==> src/rtl/core/upd_pkg.sv <==
// shared types and constants of the url percent decoder
package upd_pkg;

    // default depth of the queue between front and back
    localparam int QUEUE_DEPTH_DEF = 4;

    // characters the decoder reacts to
    localparam logic [7:0] CH_PERCENT = 8'h25;
    localparam logic [7:0] CH_PLUS    = 8'h2b;
    localparam logic [7:0] CH_SPACE   = 8'h20;
    localparam logic [7:0] CH_ZERO    = 8'h30;
    localparam logic [7:0] CH_U_LOWER = 8'h75;
    localparam logic [7:0] CH_U_UPPER = 8'h55;

    // the results caused by one input word: data bytes first, then the status
    typedef struct packed {
        logic [1:0]      n_data;
        logic            status;
        logic            ok;
        logic [2:0][7:0] bytes;
    } upd_bundle_t;

endpackage

==> src/rtl/core/url_percent_decoder_utf8_top.sv <==
// top level of the url percent decoder with utf-8 output
// Decodes url-encoded text one byte per word: '+' gives a space, "%hh" one byte,
// "%u0hhhh" one to three utf-8 bytes (surrogates give nothing), and the word with
// tlast set ends with one status word whose tuser[1] tells ok (1) or error (0).
// The input side takes one word per clock as long as the bundle queue
// (QUEUE_DEPTH entries) has room; the output side gives one word per clock from
// its register while m_tready is high. Each input word causes zero to four output
// words, so the sustained input rate is one word per clock where each word yields
// at most one result, and otherwise is set by the output port at one result per
// clock. With the queue empty and the output register free, m_tvalid for the first
// result of a word rises at the clock edge after the one that accepts the word.
module url_percent_decoder_utf8_top #(
    parameter int QUEUE_DEPTH = upd_pkg::QUEUE_DEPTH_DEF
) (
    input  logic       clk,
    input  logic       rst_n,
    input  logic       s_tvalid,
    output logic       s_tready,
    input  logic [7:0] s_tdata,   // text_byte
    input  logic       s_tuser,   // byte_present
    input  logic       s_tlast,   // end_of_text
    output logic       m_tvalid,
    input  logic       m_tready,
    output logic [7:0] m_tdata,   // out_byte
    output logic [1:0] m_tuser,   // is_status, decode_ok
    output logic       m_tlast    // last_of_run
);
    import upd_pkg::*;

    upd_bundle_t push_data, head;
    logic        push, pop, full, empty;

    upd_front u_front (
        .clk       (clk),
        .rst_n     (rst_n),
        .s_tvalid  (s_tvalid),
        .s_tready  (s_tready),
        .s_tdata   (s_tdata),
        .s_tuser   (s_tuser),
        .s_tlast   (s_tlast),
        .q_full    (full),
        .push      (push),
        .push_data (push_data)
    );

    upd_queue #(
        .DEPTH (QUEUE_DEPTH)
    ) u_queue (
        .clk       (clk),
        .rst_n     (rst_n),
        .push      (push),
        .push_data (push_data),
        .pop       (pop),
        .head      (head),
        .full      (full),
        .empty     (empty)
    );

    upd_back u_back (
        .clk      (clk),
        .rst_n    (rst_n),
        .head     (head),
        .empty    (empty),
        .pop      (pop),
        .m_tvalid (m_tvalid),
        .m_tready (m_tready),
        .m_tdata  (m_tdata),
        .m_tuser  (m_tuser),
        .m_tlast  (m_tlast)
    );
endmodule

==> src/rtl/core/upd_front.sv <==
// front part: accepts text words, runs the escape parser, builds result bundles
module upd_front (
    input  logic                clk,
    input  logic                rst_n,
    input  logic                s_tvalid,
    output logic                s_tready,
    input  logic [7:0]          s_tdata,   // text_byte
    input  logic                s_tuser,   // byte_present
    input  logic                s_tlast,   // end_of_text
    input  logic                q_full,
    output logic                push,
    output upd_pkg::upd_bundle_t push_data
);
    import upd_pkg::*;

    typedef enum logic [4:0] {
        PH_PLAIN = 5'b00001,
        PH_PCT   = 5'b00010,
        PH_ZERO  = 5'b00100,
        PH_UHEX  = 5'b01000,
        PH_HEX2  = 5'b10000
    } phase_t;

    // returns {valid, value} for one ascii hex digit
    function automatic logic [4:0] hex_digit(input logic [7:0] c);
        logic [4:0] r;
        r = 5'b0;
        if (c >= 8'h30 && c <= 8'h39) begin
            r = {1'b1, 4'(c - 8'h30)};
        end
        else if (c >= 8'h61 && c <= 8'h66) begin
            r = {1'b1, 4'(c - 8'h57)};
        end
        else if (c >= 8'h41 && c <= 8'h46) begin
            r = {1'b1, 4'(c - 8'h37)};
        end
        return r;
    endfunction

    phase_t      phase_reg, phase_next;
    logic [1:0]  digits_reg, digits_next;
    logic [11:0] code_reg, code_next;
    logic        err_reg, err_next;

    logic        accept;
    logic [4:0]  hex;
    logic [15:0] cp;
    upd_bundle_t bnd;

    assign s_tready = !q_full;
    assign accept   = s_tvalid && s_tready;
    assign hex      = hex_digit(s_tdata);
    assign cp       = {code_reg, hex[3:0]};

    // parser step and status generation
    always_comb
    begin
        phase_next  = phase_reg;
        digits_next = digits_reg;
        code_next   = code_reg;
        err_next    = err_reg;
        bnd         = '0;
        if (accept && s_tuser && !err_reg)
        begin
            unique case (phase_reg)
                PH_PCT:
                begin
                    if (s_tdata == CH_U_LOWER || s_tdata == CH_U_UPPER)
                    begin
                        phase_next = PH_ZERO;
                    end
                    else if (hex[4])
                    begin
                        code_next  = {8'b0, hex[3:0]};
                        phase_next = PH_HEX2;
                    end
                    else
                    begin
                        err_next = 1'b1;
                    end
                end
                PH_ZERO:
                begin
                    if (s_tdata == CH_ZERO)
                    begin
                        phase_next  = PH_UHEX;
                        digits_next = 2'd0;
                        code_next   = '0;
                    end
                    else
                    begin
                        err_next = 1'b1;
                    end
                end
                PH_UHEX:
                begin
                    if (!hex[4])
                    begin
                        err_next = 1'b1;
                    end
                    else if (digits_reg == 2'd3)
                    begin
                        // fourth digit: encode the code point as utf-8
                        phase_next  = PH_PLAIN;
                        digits_next = 2'd0;
                        code_next   = '0;
                        if (cp < 16'h0080)
                        begin
                            bnd.n_data   = 2'd1;
                            bnd.bytes[0] = cp[7:0];
                        end
                        else if (cp < 16'h0800)
                        begin
                            bnd.n_data   = 2'd2;
                            bnd.bytes[0] = {3'b110, cp[10:6]};
                            bnd.bytes[1] = {2'b10, cp[5:0]};
                        end
                        else if (cp[15:11] != 5'b11011)
                        begin
                            bnd.n_data   = 2'd3;
                            bnd.bytes[0] = {4'b1110, cp[15:12]};
                            bnd.bytes[1] = {2'b10, cp[11:6]};
                            bnd.bytes[2] = {2'b10, cp[5:0]};
                        end
                    end
                    else
                    begin
                        code_next   = cp[11:0];
                        digits_next = digits_reg + 2'd1;
                    end
                end
                PH_HEX2:
                begin
                    if (hex[4])
                    begin
                        bnd.n_data   = 2'd1;
                        bnd.bytes[0] = {code_reg[3:0], hex[3:0]};
                        phase_next   = PH_PLAIN;
                        code_next    = '0;
                    end
                    else
                    begin
                        err_next = 1'b1;
                    end
                end
                default:
                begin
                    if (s_tdata == CH_PERCENT)
                    begin
                        phase_next = PH_PCT;
                    end
                    else if (s_tdata == CH_PLUS)
                    begin
                        bnd.n_data   = 2'd1;
                        bnd.bytes[0] = CH_SPACE;
                    end
                    else
                    begin
                        bnd.n_data   = 2'd1;
                        bnd.bytes[0] = s_tdata;
                    end
                end
            endcase
        end
        // end of text: append status, start a new text
        if (accept && s_tlast)
        begin
            bnd.status  = 1'b1;
            bnd.ok      = !err_next && (phase_next == PH_PLAIN);
            phase_next  = PH_PLAIN;
            digits_next = 2'd0;
            code_next   = '0;
            err_next    = 1'b0;
        end
    end

    assign push      = accept && (bnd.n_data != 2'd0 || bnd.status);
    assign push_data = bnd;

    // parser state
    always_ff @(posedge clk or negedge rst_n)
    begin
        if (!rst_n)
        begin
            phase_reg  <= PH_PLAIN;
            digits_reg <= 2'd0;
            code_reg   <= '0;
            err_reg    <= 1'b0;
        end
        else
        begin
            phase_reg  <= phase_next;
            digits_reg <= digits_next;
            code_reg   <= code_next;
            err_reg    <= err_next;
        end
    end

`ifndef ASSERT_OFF
    a_text_end_resets: assert property (@(posedge clk) disable iff (!rst_n)
        accept && s_tlast |=> phase_reg == PH_PLAIN && !err_reg && digits_reg == 2'd0)
        else $error("parser state not cleared after end of text");
    a_no_empty_bundle: assert property (@(posedge clk) disable iff (!rst_n)
        push |-> push_data.n_data != 2'd0 || push_data.status)
        else $error("empty bundle pushed");
    a_no_data_after_error: assert property (@(posedge clk) disable iff (!rst_n)
        err_reg |-> push_data.n_data == 2'd0)
        else $error("data produced after an error");
`endif
endmodule

==> src/rtl/core/upd_queue.sv <==
// short bundle queue between the front and back parts
module upd_queue #(
    parameter int DEPTH = upd_pkg::QUEUE_DEPTH_DEF
) (
    input  logic                 clk,
    input  logic                 rst_n,
    input  logic                 push,
    input  upd_pkg::upd_bundle_t push_data,
    input  logic                 pop,
    output upd_pkg::upd_bundle_t head,
    output logic                 full,
    output logic                 empty
);
    import upd_pkg::*;

    localparam int PTR_W = (DEPTH > 1) ? $clog2(DEPTH) : 1;
    localparam int CNT_W = $clog2(DEPTH + 1);

    upd_bundle_t      mem [DEPTH];
    logic [PTR_W-1:0] wr_ptr_reg, rd_ptr_reg;
    logic [CNT_W-1:0] count_reg;

    assign full  = (count_reg == CNT_W'(DEPTH));
    assign empty = (count_reg == '0);
    assign head  = mem[rd_ptr_reg];

    // storage
    always_ff @(posedge clk)
    begin
        if (push)
        begin
            mem[wr_ptr_reg] <= push_data;
        end
    end

    // pointers and fill count
    always_ff @(posedge clk or negedge rst_n)
    begin
        if (!rst_n)
        begin
            wr_ptr_reg <= '0;
            rd_ptr_reg <= '0;
            count_reg  <= '0;
        end
        else
        begin
            if (push)
            begin
                wr_ptr_reg <= (wr_ptr_reg == PTR_W'(DEPTH - 1)) ? '0 : wr_ptr_reg + 1'b1;
            end
            if (pop)
            begin
                rd_ptr_reg <= (rd_ptr_reg == PTR_W'(DEPTH - 1)) ? '0 : rd_ptr_reg + 1'b1;
            end
            if (push && !pop)
            begin
                count_reg <= count_reg + 1'b1;
            end
            else if (pop && !push)
            begin
                count_reg <= count_reg - 1'b1;
            end
        end
    end

`ifndef ASSERT_OFF
    a_no_overflow: assert property (@(posedge clk) disable iff (!rst_n)
        push |-> !full)
        else $error("push into full queue");
    a_no_underflow: assert property (@(posedge clk) disable iff (!rst_n)
        pop |-> !empty)
        else $error("pop from empty queue");
`endif
endmodule

==> src/rtl/core/upd_back.sv <==
// back part: unpacks bundles into output words through an output register
module upd_back (
    input  logic                 clk,
    input  logic                 rst_n,
    input  upd_pkg::upd_bundle_t head,
    input  logic                 empty,
    output logic                 pop,
    output logic                 m_tvalid,
    input  logic                 m_tready,
    output logic [7:0]           m_tdata,   // out_byte
    output logic [1:0]           m_tuser,   // is_status, decode_ok
    output logic                 m_tlast    // last_of_run
);
    import upd_pkg::*;

    logic [1:0] idx_reg;
    logic       valid_reg;
    logic [7:0] byte_reg;
    logic [1:0] user_reg;
    logic       last_reg;

    logic       load;
    logic [2:0] total;
    logic       is_data;
    logic       is_last;
    logic [7:0] sel_byte;
    logic [1:0] sel_user;

    // pick the current element of the head bundle
    assign load     = !valid_reg || m_tready;
    assign total    = {1'b0, head.n_data} + {2'b0, head.status};
    assign is_data  = idx_reg < head.n_data;
    assign is_last  = ({1'b0, idx_reg} == total - 3'd1);
    assign sel_byte = is_data ? head.bytes[idx_reg] : 8'h00;
    assign sel_user = is_data ? 2'b00 : {head.ok, 1'b1};
    assign pop      = load && !empty && is_last;

    // output register and element index
    always_ff @(posedge clk or negedge rst_n)
    begin
        if (!rst_n)
        begin
            idx_reg   <= 2'd0;
            valid_reg <= 1'b0;
        end
        else if (load)
        begin
            valid_reg <= !empty;
            if (!empty)
            begin
                idx_reg <= is_last ? 2'd0 : idx_reg + 2'd1;
            end
        end
    end

    always_ff @(posedge clk)
    begin
        if (load && !empty)
        begin
            byte_reg <= sel_byte;
            user_reg <= sel_user;
            last_reg <= is_last;
        end
    end

    assign m_tvalid = valid_reg;
    assign m_tdata  = byte_reg;
    assign m_tuser  = user_reg;
    assign m_tlast  = last_reg;

`ifndef ASSERT_OFF
    a_idx_in_bundle: assert property (@(posedge clk) disable iff (!rst_n)
        !empty |-> {1'b0, idx_reg} < total)
        else $error("element index beyond bundle");
`endif
endmodule

==> config.mk <==
export PLATFORM = sky130hd
export DESIGN_NAME = url_percent_decoder_utf8_top
export DESIGN_NICKNAME = d
export VERILOG_FILES = /design/src/rtl/core/upd_pkg.sv /design/src/rtl/core/url_percent_decoder_utf8_top.sv /design/src/rtl/core/upd_front.sv /design/src/rtl/core/upd_queue.sv /design/src/rtl/core/upd_back.sv
export SDC_FILE = /design/constraint.sdc
export NUM_CORES = 1
export LEC_CHECK = 0
export BUFFER_PORTS_ARGS = -buffer_cell sky130_fd_sc_hd__buf_2
export CAP_MARGIN = 10
export CORE_ASPECT_RATIO = 1.25
export CORE_UTILIZATION = 55
export CTS_CLUSTER_SIZE = 25
export DETAILED_ROUTE_END_ITERATION = 10
export PLACE_DENSITY = 0.76
export SYNTH_ARGS = -nofsm -noshare
export SYNTH_HDL_FRONTEND = slang
export SYNTH_SLANG_ARGS = --single-unit
==> constraint.sdc <==
create_clock -name clk -period 3.8 [get_ports clk]
set_input_delay 0.19 -clock clk [delete_from_list [all_inputs] [get_ports clk]]
set_output_delay 0.19 -clock clk [all_outputs]
set_load 0.01 [all_outputs]
==> results of run 1 <==
## power breakdown
part	internal (uW)	switching [uW]	total, uW
Combinational	720	755	1470
Sequential	2130	191	2320
Clock	966	629	1590
Total	3810	1570	5390
## cell families after synthesis
logic type                 Yosys count
and+or+nand+nor                    167
DFF                                145
AOI/OAI and AO/OA                  102
buffers and inverters               48
muxes                               41
adders and majority gates           15
xor gates and xnor gates             6
## path summary, 6_finish.rpt
check | from | to | slack, ns | cells after the start
worst min-delay path | s_tlast | u_front.phase_reg[0]$_DFF_PN1_ | 0.29 | 3
worst max register to register | u_queue.rd_ptr_reg[1]$_DFFE_PN0P_ | u_queue.count_reg[1]$_DFFE_PN0P_ | 0.41 | 11
max in group asynchronous | rst_n | u_queue.rd_ptr_reg[0]$_DFFE_PN0P_ | 2.87 | 2
min in group asynchronous | rst_n | u_front.code_reg[2]$_DFFE_PN0P_ | 0.37 | 2
worst max-delay path | u_queue.rd_ptr_reg[1]$_DFFE_PN0P_ | u_queue.count_reg[1]$_DFFE_PN0P_ | 0.41 | 11
worst min register to register | u_queue.count_reg[2]$_DFFE_PN0P_ | u_queue.count_reg[2]$_DFFE_PN0P_ | 0.49 | 1
## metal layers
metal / vias up / part of all wire (%)
li1: 2085 / -
met1: 2233 / 39
met2: 221 / 52
met3: 39 / 5.8
met4: 0 / 3.1
met5: - / 0
## cell usage in the layout, fill, tap and decap left out, types with 4 or more instances in the layout
master,netlist,routed
sky130_fd_sc_hd__edfxtp_1,115,115
sky130_fd_sc_hd__nand2_1,35,35
sky130_fd_sc_hd__nor2_1,33,33
sky130_fd_sc_hd__dfrtp_1,29,28
sky130_fd_sc_hd__mux4_2,26,26
sky130_fd_sc_hd__buf_2,8,26
sky130_fd_sc_hd__inv_1,25,25
sky130_fd_sc_hd__a21oi_1,25,25
sky130_fd_sc_hd__and2_1,18,18
sky130_fd_sc_hd__o21ai_0,18,18
sky130_fd_sc_hd__clkbuf_16,0,17
sky130_fd_sc_hd__nor3_1,16,16
sky130_fd_sc_hd__nand3_1,14,14
sky130_fd_sc_hd__ha_1,14,14
sky130_fd_sc_hd__mux2i_1,11,11
sky130_fd_sc_hd__buf_4,0,11
sky130_fd_sc_hd__and3_1,10,10
sky130_fd_sc_hd__o22ai_1,9,9
sky130_fd_sc_hd__a22oi_1,7,7
sky130_fd_sc_hd__or2_2,7,7
sky130_fd_sc_hd__nand2b_1,6,6
sky130_fd_sc_hd__nor4b_1,5,5
sky130_fd_sc_hd__a31oi_1,5,5
sky130_fd_sc_hd__a21o_1,5,5
sky130_fd_sc_hd__o211ai_1,4,4
sky130_fd_sc_hd__a2bb2oi_1,4,4
## stage by stage
step / hold WS (ns) / power, uW / util, % / setup WS, ns
floorplan: -0.106 / 3390 / - / 0.345
finish: 0.288 / 5390 / 64.6 / 0.413
detailed placement: 0.305 / 3830 / 59.8 / 0.415
global route: 0.303 / 5660 / 64.6 / 0.185
global placement: 0.294 / 3750 / 59.8 / 0.678
CTS: 0.270 / 5440 / 64.6 / 0.395
## area by class of cell
| cell class | count | area [sq um] | share of cell area (%) |
|---|---|---|---|
| inverters | 25 | 93.8 | 1.18 |
| clock buffers | 19 | 433 | 5.43 |
| well taps | 164 | 205 | 2.57 |
| flip-flops and latches | 145 | 4210 | 52.8 |
| clock inverters | 13 | 138 | 1.73 |
| multi-input cells | 331 | 2620 | 32.9 |
| repair buffers | 41 | 273 | 3.42 |
## worst min-delay path: stages
cell	delay [ns]
sky130_fd_sc_hd__buf_2	0.12
sky130_fd_sc_hd__nand3_1	0.28
sky130_fd_sc_hd__nand2b_1	0.10
## repair_timing
| action | 4_1_cts | 5_1_grt |
|---|---|---|
| resized for setup | 0 | 0 |
| hold buffers | 2 | 0 |
| endpoints found under the hold margin | 30 | 0 |
==> impl_metrics.csv, run 1 <==
group,metric,value,unit
routing,antenna_violating_nets_post_route,0,
floorplan,design.die.area,0.0132,sq mm
place,placedCellCount,704,
cts,post_cts_buffers,0,
floorplan,dieHeight,128,um
logic_synthesis,synth_area_leader_cell,"sky130_fd_sc_hd__edfxtp_1",
routing,drtIter0Drc,350,
floorplan,top_level_port_count,27,
grt,grt_first_pass_wirelength,24300,um
logic_synthesis,area_share_of_and_or_nand_nor_cells_after_synthesis,12.8,%
pwr,max-vdd-ir-drop,0.301,mV
logic_synthesis,combinational_family_with_the_most_area_after_synthesis,"simple AND/OR/NAND/NOR gates",
pwr,power-per-cell-area,676,mW/mm^2
floorplan,row_count,45,
min_path,worst_hold_path_type,"in2reg",
timing,timing.final.setup_violations,0,
routing,drt-wirelength-per-cell,20.6,um
logic_synthesis,synth_ff_type,"sky130_fd_sc_hd__edfxtp_1",
timing,finalHoldViolations,0,
logic_synthesis,syn-num-nets,553,
cts,ctsHtreeMaxLevel,4,
place,number_of_buffers_inserted_by_port_buffering,26,
timing,final_critical_path_time_including_i_o_delays_and_setup,3.39,ns
critical_path,startpoint_class,"flop",
cts,clock_buffer_count_from_cts,17,
grt,global_route.usage.met2,42.9,%
logic_synthesis,yosysWarningCount,0,
grt,grt_remaining_overflow,0,
critical_path,path_delay_family,"adder cells",
timing,maxSlewViolCount,0,
grt,first_global_vias,4564,
logic_synthesis,yosysSeqAreaShare,59.8,%
routing,detailroute.via_count,4578,
critical_path,path_class,"reg2reg",
critical_path,most_used_cell_cp,"sky130_fd_sc_hd__ha_1",
critical_path,worst-path-buf-inv,2,
final_layout,post-route-cell-area,0.00797,sq mm
logic_synthesis,netlist_instances,524,
place,gpl.final_weighted_congestion,1.00,
timing,max-slew-margin-rel,49.0,%
routing,drc,0,
pwr,leakage,0.00297,uW
status,status,"finished, final reports clean",
logic_synthesis,synth-edff-count,115,
cts,cts-root-buf,"sky130_fd_sc_hd__clkbuf_16",
final_layout,syn_to_final_growth,13.3,%
logic_synthesis,ys_top_cells_by_area,"sky130_fd_sc_hd__edfxtp_1 49%, sky130_fd_sc_hd__dfrtp_1 10%, sky130_fd_sc_hd__mux4_2 8.3%",
floorplan,initial_core_util,57.0,%
final_layout,flip_flop_count_of_the_largest_register_after_layout,104,
timing,max_slew.worst_pin.slew,0.765,ns
timing,rsz0062_at_grt,"no",
logic_synthesis,synth.top_cell.area_share,49.1,%
final_layout,finish.net_count,590,
routing,vias_per_cell,6.20,
critical_path,cpPeakStageDelay,0.66,ns
final_layout,drive_above_1_share,21.4,%
logic_synthesis,async_flop_share,20.7,%
cts,cts_tree,"built",
logic_synthesis,postSynthAreaPerCell,13.4,sq um
grt,busiest_layer,"met2",
critical_path,cp-end-kind,"flop",
logic_synthesis,synth_top_cells_by_count,"115 x sky130_fd_sc_hd__edfxtp_1, 35 x sky130_fd_sc_hd__nand2_1, 33 x sky130_fd_sc_hd__nor2_1",
timing,tns,0,ns
grt,grt_use_met1,31.8,%
cts,cts_buffer_depth,2,
critical_path,crit_slowest_cell,"sky130_fd_sc_hd__dfrtp_1",
logic_synthesis,synthXorXnorAreaFrac,0.747,%
logic_synthesis,synth.most_common_cell,"sky130_fd_sc_hd__edfxtp_1",
logic_synthesis,synth-adder-area-share,2.77,%
place,place_area,0.00738,sq mm
grt,grt_max_degree,31,
timing,min_period_over_period,89.1,%
cts,worst_skew_pair.late_latency,0.42,ns
critical_path,critical_path_arrival,3.68,ns
logic_synthesis,yosys-mux-area-fraction,10.6,%
final_layout,antennaDiodeCount,0,
routing,drt_wl_total,15200,um
timing,max_clock_freq,295,MHz
floorplan,floorplan.die.width,103,um
routing,firstDrtPassIters,5,
cts,cts.sink_count,145,
logic_synthesis,netlist-cell-type-count,68,
grt,grt.met3_usage,4.62,%
final_layout,layoutNonFillerInstCount,738,
grt,groute.usage.overall,25.2,%
logic_synthesis,synth_compound_area_share,10.3,%
critical_path,cp_max_fo,12,
timing,finalClockSkew,0.0126,ns
logic_synthesis,synthesis.area,0.00703,sq mm
final_layout,nFillCells,885,
floorplan,core_area,0.0123,sq mm
run,maxCapViolCount,0,
place,hpwl,10400,um
cts,cts.clk_slew.worst_paths,0.06,ns
critical_path,required,4.10,ns
critical_path,ordered_cell_list_for_the_critical_path,"mux4_2 > inv_1 > ha_1 > ha_1 > xnor2_1 > nor3_1 > nand2_1 > ha_1 > inv_1 > fa_1 > mux2_2",
grt,grt_antenna_before_repair,0,
logic_synthesis,ys_seq_elements,145,
Note: power is estimated with default switching activity, not from simulation.
==> run 2, diff against run 1 <==
Clock period 3.8 ns to 3.2 ns, I/O delays scaled along.
==> impl_metrics.csv, run 2 (synthesized netlist as in run 1, its figures left out) <==
group,metric,value,unit
status,status,"finished, final reports clean",
grt,grt_remaining_overflow,0,
cts,cts_tree,"built",
critical_path,startpoint_class,"flop",
cts,clock_buffer_count_from_cts,17,
routing,firstDrtPassIters,5,
pwr,power-per-cell-area,821,mW/mm^2
grt,groute.usage.overall,25.4,%
timing,timing.final.setup_violations,0,
critical_path,worst-path-buf-inv,2,
pwr,seq_power_share,39.7,%
routing,antenna_violating_nets_post_route,0,
floorplan,dieHeight,128,um
critical_path,cp_max_fo,4,
timing,max-slew-margin-rel,51.7,%
pwr,clkPwrFrac,30.3,%
routing,drtIter0Drc,316,
final_layout,flip_flop_count_of_the_largest_register_after_layout,104,
floorplan,row_count,45,
pwr,intPower,4750,uW
routing,detailroute.via_count,4634,
critical_path,path_class,"reg2reg",
critical_path,required,3.50,ns
critical_path,most_used_cell_cp,"sky130_fd_sc_hd__ha_1",
cts,cts_buffer_depth,2,
final_layout,highest_count_cells_in_the_layout_ignoring_fill_and_taps,"115 x sky130_fd_sc_hd__edfxtp_1, 34 x sky130_fd_sc_hd__nand2_1, 33 x sky130_fd_sc_hd__nor2_1",
grt,first_global_vias,4688,
floorplan,floorplan.die.width,103,um
place,hpwl,10600,um
place,number_of_buffers_inserted_by_port_buffering,26,
timing,max_slew.worst_pin.slew,0.725,ns
pwr,p_switching,1970,uW
floorplan,design.die.area,0.0132,sq mm
final_layout,drive_above_1_share,24.7,%
timing,rsz0062_at_grt,"no",
grt,grt_use_met1,30.8,%
critical_path,crit_slowest_cell,"sky130_fd_sc_hd__mux4_2",
timing,max_clock_freq,333,MHz
final_layout,antennaDiodeCount,0,
grt,grt.met3_usage,5.38,%
pwr,max-vdd-ir-drop,0.402,mV
cts,cts.clk_slew.worst_paths,0.06,ns
timing,min_period_over_period,93.9,%
cts,worst_skew_pair.late_latency,0.42,ns
routing,drt-wirelength-per-cell,20.4,um
routing,drc,0,
critical_path,critical_path_arrival,3.30,ns
critical_path,path_delay_family,"adder cells",
timing,maxSlewViolCount,0,
critical_path,cp-end-kind,"flop",
routing,drt_wl_total,15400,um
critical_path,ordered_cell_list_for_the_critical_path,"mux4_2 > inv_1 > ha_1 > ha_1 > xnor2_1 > nor3_2 > nand2_2 > ha_1 > inv_1 > fa_1 > mux2_2",
critical_path,cpPeakStageDelay,0.52,ns
grt,grt_max_degree,31,
place,gpl.final_weighted_congestion,0.983,
cts,cts.sink_count,145,
run,maxCapViolCount,0,
routing,vias_per_cell,6.13,
timing,finalHoldViolations,0,
pwr,leakage,0.00309,uW
cts,cts-root-buf,"sky130_fd_sc_hd__clkbuf_16",
timing,tns,0,ns
grt,grt_first_pass_wirelength,24300,um
floorplan,initial_core_util,57.0,%
cts,ctsHtreeMaxLevel,4,
grt,busiest_layer,"met2",
pwr,p_sw_share,29.4,%
floorplan,top_level_port_count,27,
min_path,worst_hold_path_type,"in2reg",
grt,global_route.usage.met2,43.5,%
final_layout,syn_to_final_growth,16.4,%
final_layout,layout_commonest_cell,"sky130_fd_sc_hd__edfxtp_1",
floorplan,core_area,0.0123,sq mm
pwr,fin_total_pwr,6720,uW
pwr,p_comb_share,30.0,%
final_layout,finish.net_count,608,
timing,final_critical_path_time_including_i_o_delays_and_setup,3.00,ns
grt,grt_antenna_before_repair,0,
timing,finalClockSkew,0.00999,ns
run 2: layout make-up:
type / count / area, sq um
fill: 874 / 4140
inverter: 25 / 93.8
clock inverter: 14 / 178
multi-input combinational: 331 / 2640
clock buffer: 18 / 429
sequential: 145 / 4210
timing repair buffer: 59 / 433
tap: 164 / 205
run 2: per-layer routing:
| metal | wire length (um) | share of wire [%] |
|---|---|---|
| met1 | 6130 | 40 |
| met2 | 8070 | 52 |
| met3 | 734 | 4.8 |
| met4 | 507 | 3.3 |
| met5 | 0 | 0 |
run 2: worst register-to-register path: cells and delay by family, from the launching register on:
kind	cells	cell delay [ns]
xor gates and xnor gates	1	0.14
adders and majority gates	4	0.98
buffers and inverters	2	0.17
DFF	1	0.39
muxes	2	0.79
and+or+nand+nor	2	0.41
run 2: path summary, 6_finish.rpt:
kind                                                        start                                end  slack [ns]  cells past startpoint
worst min-delay path                                      s_tlast     u_front.phase_reg[0]$_DFF_PN1_        0.21                      4
worst max-delay path            u_queue.rd_ptr_reg[0]$_DFFE_PN0P_   u_queue.count_reg[1]$_DFFE_PN0P_        0.20                     11
worst max register to register  u_queue.rd_ptr_reg[0]$_DFFE_PN0P_   u_queue.count_reg[1]$_DFFE_PN0P_        0.20                     11
max in group asynchronous                                   rst_n  u_queue.rd_ptr_reg[0]$_DFFE_PN0P_        2.35                      2
min in group asynchronous                                   rst_n    u_front.code_reg[2]$_DFFE_PN0P_        0.33                      2
worst min register to register   u_queue.count_reg[2]$_DFFE_PN0P_   u_queue.count_reg[2]$_DFFE_PN0P_        0.49                      1
run 2: per-stage QoR:
step | setup slack, ns | cells | cell area, sq um | hold WS, ns | utilization (%)
3_3_place_gp | 0.184 | 718 | 7510 | 0.252 | 60.9
3_5_place_dp | 0.0464 | 718 | 7510 | 0.266 | 60.9
4_1_cts | 0.0376 | 752 | 8140 | 0.170 | 66.0
5_1_grt | 0.0171 | 756 | 8190 | 0.203 | 66.4
6_report | 0.196 | 756 | 8190 | 0.207 | 66.4
2_1_floorplan | 0.0354 | 524 | 7050 | -0.136 | -
run 2: power by group through the flow:
stage	sequential, uW	clock (uW)	combinational [uW]
finish	2670	2040	2020
global route	2710	2130	2210
CTS	2680	2060	1950
detailed placement	2710	0	1930
global placement	2680	0	1860
floorplan	2700	0	1350
run 2: repair_timing:
action                                  4_1_cts  5_1_grt
endpoints found under the setup margin        0        2
setup buffers                                 0        4
hold buffers                                  2        0
hold endpoints to repair                     30        0
resized for setup                             0        3
